$ cat config.mk
export PLATFORM = sky130hd
export DESIGN_NAME = strict_decimal_to_int64_parser_core
export DESIGN_NICKNAME = d
export VERILOG_FILES = /design/src/design/sdp_pkg.sv /design/src/design/strict_decimal_to_int64_parser_core.sv /design/src/design/sdp_parse_core.sv
export SDC_FILE = /design/constraint.sdc
export NUM_CORES = 1
export LEC_CHECK = 0
export BUFFER_PORTS_ARGS = -buffer_cell sky130_fd_sc_hd__clkbuf_2
export CAP_MARGIN = 0
export CORE_MARGIN = 3
export CORE_UTILIZATION = 45
export DETAILED_ROUTE_END_ITERATION = 6
export GPL_TIMING_DRIVEN = 0
export PLACE_DENSITY = 0.71
export SLEW_MARGIN = 20
export SYNTH_ARGS = -nofsm -noshare
export SYNTH_HDL_FRONTEND = slang
export SYNTH_SLANG_ARGS = --single-unit
$ cat constraint.sdc
create_clock -name clk -period 4.75 [get_ports clk]
set_input_delay 0 -clock clk [delete_from_list [all_inputs] [get_ports clk]]
set_output_delay 0 -clock clk [all_outputs]
set_load 0.02 [all_outputs]
$ cat src/design/sdp_pkg.sv
// Shared types, character codes and helper functions for the decimal parser.
// No dependencies; imported by sdp_parse_core and strict_decimal_to_int64_parser_core.
package sdp_pkg;

  typedef enum logic [2:0] {
    PH_LEAD   = 3'd0,
    PH_SIGN   = 3'd1,
    PH_DIGITS = 3'd2,
    PH_TRAIL  = 3'd3,
    PH_ERR    = 3'd4
  } phase_t;

  localparam logic [7:0] CH_NUL   = 8'h00;
  localparam logic [7:0] CH_TAB   = 8'h09;
  localparam logic [7:0] CH_LF    = 8'h0A;
  localparam logic [7:0] CH_VT    = 8'h0B;
  localparam logic [7:0] CH_FF    = 8'h0C;
  localparam logic [7:0] CH_CR    = 8'h0D;
  localparam logic [7:0] CH_SPACE = 8'h20;
  localparam logic [7:0] CH_PLUS  = 8'h2B;
  localparam logic [7:0] CH_MINUS = 8'h2D;
  localparam logic [7:0] CH_ZERO  = 8'h30;
  localparam logic [7:0] CH_NINE  = 8'h39;

  // Both limits (2^63-1 and 2^63) share the same quotient by ten.
  localparam logic [63:0] LIMIT_Q   = 64'd922337203685477580;
  localparam logic [3:0]  POS_LIM_R = 4'd7;
  localparam logic [3:0]  NEG_LIM_R = 4'd8;

  typedef struct packed {
    logic        ok;
    logic [63:0] value;
  } result_t;

  function automatic logic is_space(input logic [7:0] c);
    return (c == CH_SPACE) || (c == CH_TAB) || (c == CH_LF) ||
           (c == CH_VT) || (c == CH_FF) || (c == CH_CR);
  endfunction

  function automatic logic is_digit(input logic [7:0] c);
    return (c >= CH_ZERO) && (c <= CH_NINE);
  endfunction

endpackage

$ cat src/design/strict_decimal_to_int64_parser_core.sv
// Strict decimal string to signed 64-bit integer parser, top level.
// Depends on sdp_pkg and sdp_parse_core.
//
// Usage:
//   in_*  : one character byte per word; byte 0 terminates the string.
//   out_* : one word per terminator; out_tuser is the ok flag, out_tdata the
//           signed value (0 when ok is low).
//   Accepted form: optional whitespace, optional sign, one or more digits,
//   optional whitespace. Values outside -2^63..2^63-1 give ok low.
//   Non-terminator bytes produce no output word.
// Timing:
//   One byte per cycle sustained, unless a terminator waits on a held output
//   word. A byte is captured in the input register, then the parse step
//   updates state; a terminator's result lands in the output register, so
//   out_tvalid rises once the terminator has passed both registers. Throughput
//   rests on the combinational multiply-by-ten and range compare in the parse step.
// Reset: rst_n low empties both registers and returns to the start phase.
// Stall: while the output word waits, non-terminator bytes keep flowing;
//   a second terminator holds in the input register until the output frees.
module strict_decimal_to_int64_parser_core (
  input  logic        clk,
  input  logic        rst_n,
  input  logic        in_tvalid,
  output logic        in_tready,
  input  logic [7:0]  in_tdata,   // [7:0] ch
  output logic        out_tvalid,
  input  logic        out_tready,
  output logic [63:0] out_tdata,  // [63:0] value
  output logic        out_tuser   // [0] ok
);
  import sdp_pkg::*;

  logic        ch_valid_r;
  logic [7:0]  ch_r;
  logic        out_valid_r;
  result_t     out_res_r;
  result_t     step_res;
  logic        out_free;
  logic        is_term;
  logic        step_go;

  assign out_free  = !out_valid_r || out_tready;
  assign is_term   = (ch_r == CH_NUL);
  assign step_go   = ch_valid_r && (!is_term || out_free);
  assign in_tready = !ch_valid_r || step_go;

  sdp_parse_core u_parse (
    .clk     (clk),
    .rst_n   (rst_n),
    .step_en (step_go),
    .ch      (ch_r),
    .res     (step_res)
  );

  always_ff @(posedge clk) begin
    if (!rst_n) begin
      ch_valid_r <= 1'b0;
    end else if (in_tready) begin
      ch_valid_r <= in_tvalid;
    end
  end

  always_ff @(posedge clk) begin
    if (in_tready && in_tvalid) begin
      ch_r <= in_tdata;
    end
  end

  always_ff @(posedge clk) begin
    if (!rst_n) begin
      out_valid_r <= 1'b0;
    end else if (step_go && is_term) begin
      out_valid_r <= 1'b1;
    end else if (out_tready) begin
      out_valid_r <= 1'b0;
    end
  end

  always_ff @(posedge clk) begin
    if (step_go && is_term) begin
      out_res_r <= step_res;
    end
  end

  assign out_tvalid = out_valid_r;
  assign out_tdata  = out_res_r.value;
  assign out_tuser  = out_res_r.ok;

endmodule

$ cat src/design/sdp_parse_core.sv
// Parse state (phase, sign, magnitude) and the per-byte step logic.
// Depends on sdp_pkg. Result is combinational from the registered state alone.
module sdp_parse_core (
  input  logic            clk,
  input  logic            rst_n,
  input  logic            step_en,
  input  logic [7:0]      ch,
  output sdp_pkg::result_t res
);
  import sdp_pkg::*;

  phase_t      phase_r, phase_nxt;
  logic        neg_r, neg_nxt;
  logic [63:0] accum_r, accum_nxt;

  logic [3:0]  digit;
  logic [3:0]  lim_rem;
  logic        fits;
  logic [63:0] accum_x10;
  logic        good;

  assign digit     = 4'(ch - CH_ZERO);
  assign lim_rem   = neg_r ? NEG_LIM_R : POS_LIM_R;
  assign fits      = !((accum_r > LIMIT_Q) || ((accum_r == LIMIT_Q) && (digit > lim_rem)));
  // x10 plus digit as shift-add
  assign accum_x10 = (accum_r << 3) + (accum_r << 1) + {60'd0, digit};

  assign good      = (phase_r == PH_DIGITS) || (phase_r == PH_TRAIL);
  assign res.ok    = good;
  assign res.value = good ? (neg_r ? (64'd0 - accum_r) : accum_r) : 64'd0;

  always_comb begin
    phase_nxt = phase_r;
    neg_nxt   = neg_r;
    accum_nxt = accum_r;
    if (ch == CH_NUL) begin
      phase_nxt = PH_LEAD;
      neg_nxt   = 1'b0;
      accum_nxt = 64'd0;
    end else begin
      unique case (phase_r)
        PH_LEAD: begin
          if (is_space(ch)) begin
            phase_nxt = PH_LEAD;
          end else if ((ch == CH_PLUS) || (ch == CH_MINUS)) begin
            neg_nxt   = (ch == CH_MINUS);
            phase_nxt = PH_SIGN;
          end else if (is_digit(ch)) begin
            phase_nxt = fits ? PH_DIGITS : PH_ERR;
            if (fits) accum_nxt = accum_x10;
          end else begin
            phase_nxt = PH_ERR;
          end
        end
        PH_SIGN, PH_DIGITS: begin
          if (is_digit(ch)) begin
            phase_nxt = fits ? PH_DIGITS : PH_ERR;
            if (fits) accum_nxt = accum_x10;
          end else if (is_space(ch) && (phase_r == PH_DIGITS)) begin
            phase_nxt = PH_TRAIL;
          end else begin
            phase_nxt = PH_ERR;
          end
        end
        PH_TRAIL: begin
          if (!is_space(ch)) phase_nxt = PH_ERR;
        end
        default: begin
          phase_nxt = PH_ERR;
        end
      endcase
    end
  end

  always_ff @(posedge clk) begin
    if (!rst_n) begin
      phase_r <= PH_LEAD;
      neg_r   <= 1'b0;
      accum_r <= 64'd0;
    end else if (step_en) begin
      phase_r <= phase_nxt;
      neg_r   <= neg_nxt;
      accum_r <= accum_nxt;
    end
  end

endmodule
==> results.toml <==
[hold_path]
hold_depth = 2
hp-class = "input pin to register"

[timing]
slew_headroom = 0.3792
timing.final.crit_share = 0.9462
hold_slack_ps = 282.3
clock_skew_ps = 14.17
fmax_mhz = 222.5
fin_crit_ps = 4495
worst_pin_slew_ps = 919.2
setup_viol = 0
tns_ps = 0
hold_viol_final = 0
rsz0062_at_grt = "false"
drv_slew = 0
worst_slack_ps = 255.3

[synth]
yosys.area_share.simple = 0.2036
synth_flop_cell = "edfxtp_1"
avgSynthCellArea_um2 = 8.493
synthMuxAreaShare = 0.0008929
yosys-top-cells-area = "edfxtp_1 (20%), ha_1 (14%), dfxtp_1 (13%)"
syn_inst = 1320
synthTopCellsByCount = "nor2_1 (164), ha_1 (127), nand2_1 (110)"
synth.most_common_cell = "nor2_1"
ys_warn_count = 0
synthAdderAreaFrac = 0.1453
yosysUniqueCellTypes = 75
synth_compound_area_frac = 0.2026
synth_nets = 1461
synth_edf_count = 73
synth-seq-cells = 143
yosysSeqAreaShare = 0.3205
netlist_area_mm2 = 0.01121
synthArstFlopShare = 0
synthXorXnorAreaFrac = 0.09297
synth_top_family_by_area = "simple AND/OR/NAND/NOR gates"
synth_top_area_frac = 0.1955
synth_top_cell_by_area = "edfxtp_1"

[route]
vias_per_cell = 5.871
drtPass1Iterations = 6
drtIter0Drc = 954
vias = 10360
antenna_left = 0
drc_errors = 0
routed_wirelength_mm = 30.21
wl_per_cell_um = 17.11

[grt]
track_usage = 0.2263
grt_pass1_vias = 9520
grt_pass1_wl_mm = 49.22
grt_max_degree = 66
antenna_found_initial = 0
grt_overflow = 0

[clock_network]
htree_levels = 4
path_clk_slew_ps = 70
cts_buffer_depth = 2
cts_tree = "built"
cts_setup_buffers = 0
cts_root_buf = "clkbuf_16"
clk-insertion-delay-late_ps = 430
cts.repair.resized = 0
ctsHoldBuffers = 11
cts_buffers = 17
cts_sinks = 143

[floorplanning]
initial_core_util = 0.4596
num_rows = 57
die_area_mm2 = 0.02684
core_mm2 = 0.02439
dieHeight_um = 163.8
ios = 79
die_width_um = 163.8

[critical_path]
setup.worst_path.start_class = "register"
startpoint = "ch_r[3]"
r2r_start = "ch_r[3]"
r2r_setup_slack_ps = 260
timing.critical_path.fanout_max = 7
regToRegEndpoint = "u_parse.accum_r[63]"
crit_required_ps = 5060
reg2reg_depth = 14
end_kind = "register"
endpoint = "u_parse.accum_r[63]"
criticalPathCategory = "register to register"
worstPathArrival_ps = 4800

[finish]
multi_input_area_mm2 = 0.007234
drive_above_1_share = 0.09438
area_growth_pct = 13.44
seq_area_mm2 = 0.003593
fillers = 2273
layout.nets = 1569
diodes = 0
fin_area_mm2 = 0.01272

[power]
power_frac_clock = 0.498
p_seq_frac = 0.474
power_density_mw_per_mm2 = 216.5
swShare = 0.2319
internal-power_uw = 2115
power_uw = 2753
power_leakage_uw = 0.005303
power.switching_uw = 638.2
vdd_drop_max_uv = 230.9
power_frac_comb = 0.028

[placed_design]
placed_area_mm2 = 0.01201
place_hpwl_mm = 23.49
gp_congestion = 0.9306
post-place-ws_ps = 308.2
io_buffers = 78

[outcome]
status = "completed"

[flow_run]
cap_violations = 0
[registers in the layout, indices dropped and copies added (netlist names)]
| register | cells |
|---|---|
| u_parse.accum_r | 64 |
| u_parse.phase_r | 3 |
| ch_valid_r | 1 |
| out_tuser | 1 |
| ch_r | 8 |
| out_tdata | 64 |
| u_parse.neg_r | 1 |
| out_tvalid | 1 |
[cell type report]
class                      instances  share of cell area
multi-input combinational       1078              0.5689
sequential                       143              0.2826
timing repair buffer              89             0.03935
clock buffer                      17             0.03345
tap                              324             0.03188
buffer                            68             0.02096
clock inverter                    15             0.01358
inverter                          31            0.009347
[critical path: stages (launching register included)]
cell	delay [ps]
edfxtp_1	480
inv_1	150
fa_1	610
inv_1	60
ha_1	300
a211oi_1	280
o21a_1	260
a21o_1	190
a211oi_1	100
a211oi_1	650
nor4bb_1	220
or4_1	490
a221o_1	360
xnor2_1	150
o21ai_0	80
[power groups by stage]
stage                     Sequential (µW)  Clock [µW]  Combinational (µW)
after floorplan                      1330           0                45.7
after global placement               1330           0                65.6
after detailed placement             1330           0                67.8
after CTS                            1310        1370                75.1
after global routing                 1310        1440                85.5
final                                1310        1370                76.7
[layer usage]
layer  GRT usage  routed length (µm)
met1      0.3290               14260
met2      0.3428               13030
met3     0.03985                2284
met4     0.06805                 632
met5           0                   0
[per-stage QoR]
| stage | instances | util |
|---|---|---|
| final | 1765 | 0.5214 |
| after global routing | 1765 | 0.5214 |
| after CTS | 1765 | 0.5214 |
| after detailed placement | 1722 | 0.4924 |
| after global placement | 1722 | 0.4923 |
| after floorplan | 1320 | - |
[worst min-delay path by stage]
stage                          to   startpoint
after floorplan           ch_r[0]  in_tdata[0]
after global placement    ch_r[5]  in_tdata[5]
after detailed placement  ch_r[2]  in_tdata[2]
after CTS                 ch_r[5]  in_tdata[5]
after global routing      ch_r[3]  in_tdata[3]
final                     ch_r[0]  in_tdata[0]
[logic make-up (layout without fill, tap and decap cells)]
logic type | Yosys count | in the layout
AO/OA/AOI/OAI | 359 | 359
XOR/XNOR | 119 | 119
adder cells (fa/ha/maj) | 129 | 129
buffers and inverters | 99 | 220
flip-flops | 143 | 143
multiplexers | 1 | 1
AND/OR/NAND/NOR | 470 | 470
[layout by cell type (no fill, tap or decap), types with 10 or more instances in the layout]
| cell | instances |
|---|---|
| clkbuf_1 | 61 |
| dfxtp_1 | 70 |
| xor2_1 | 85 |
| nand4_1 | 27 |
| o211ai_1 | 10 |
| nand2_1 | 110 |
| nor3_1 | 20 |
| ha_1 | 127 |
| nand3_1 | 46 |
| o31ai_1 | 20 |
| o41ai_1 | 10 |
| or3_1 | 15 |
| nand2b_1 | 10 |
| inv_1 | 28 |
| a21o_1 | 34 |
| or4_1 | 10 |
| o21a_1 | 13 |
| a31oi_1 | 24 |
| nor4_1 | 15 |
| nor2_1 | 164 |
| o21bai_1 | 10 |
| clkbuf_2 | 79 |
| dlygate4sd3_1 | 11 |
| o21ai_0 | 88 |
| xnor2_1 | 34 |
| edfxtp_1 | 73 |
| clkbuf_16 | 17 |
| or2_2 | 11 |
| a21oi_1 | 100 |
Note: power is estimated with default switching activity, not from simulation.
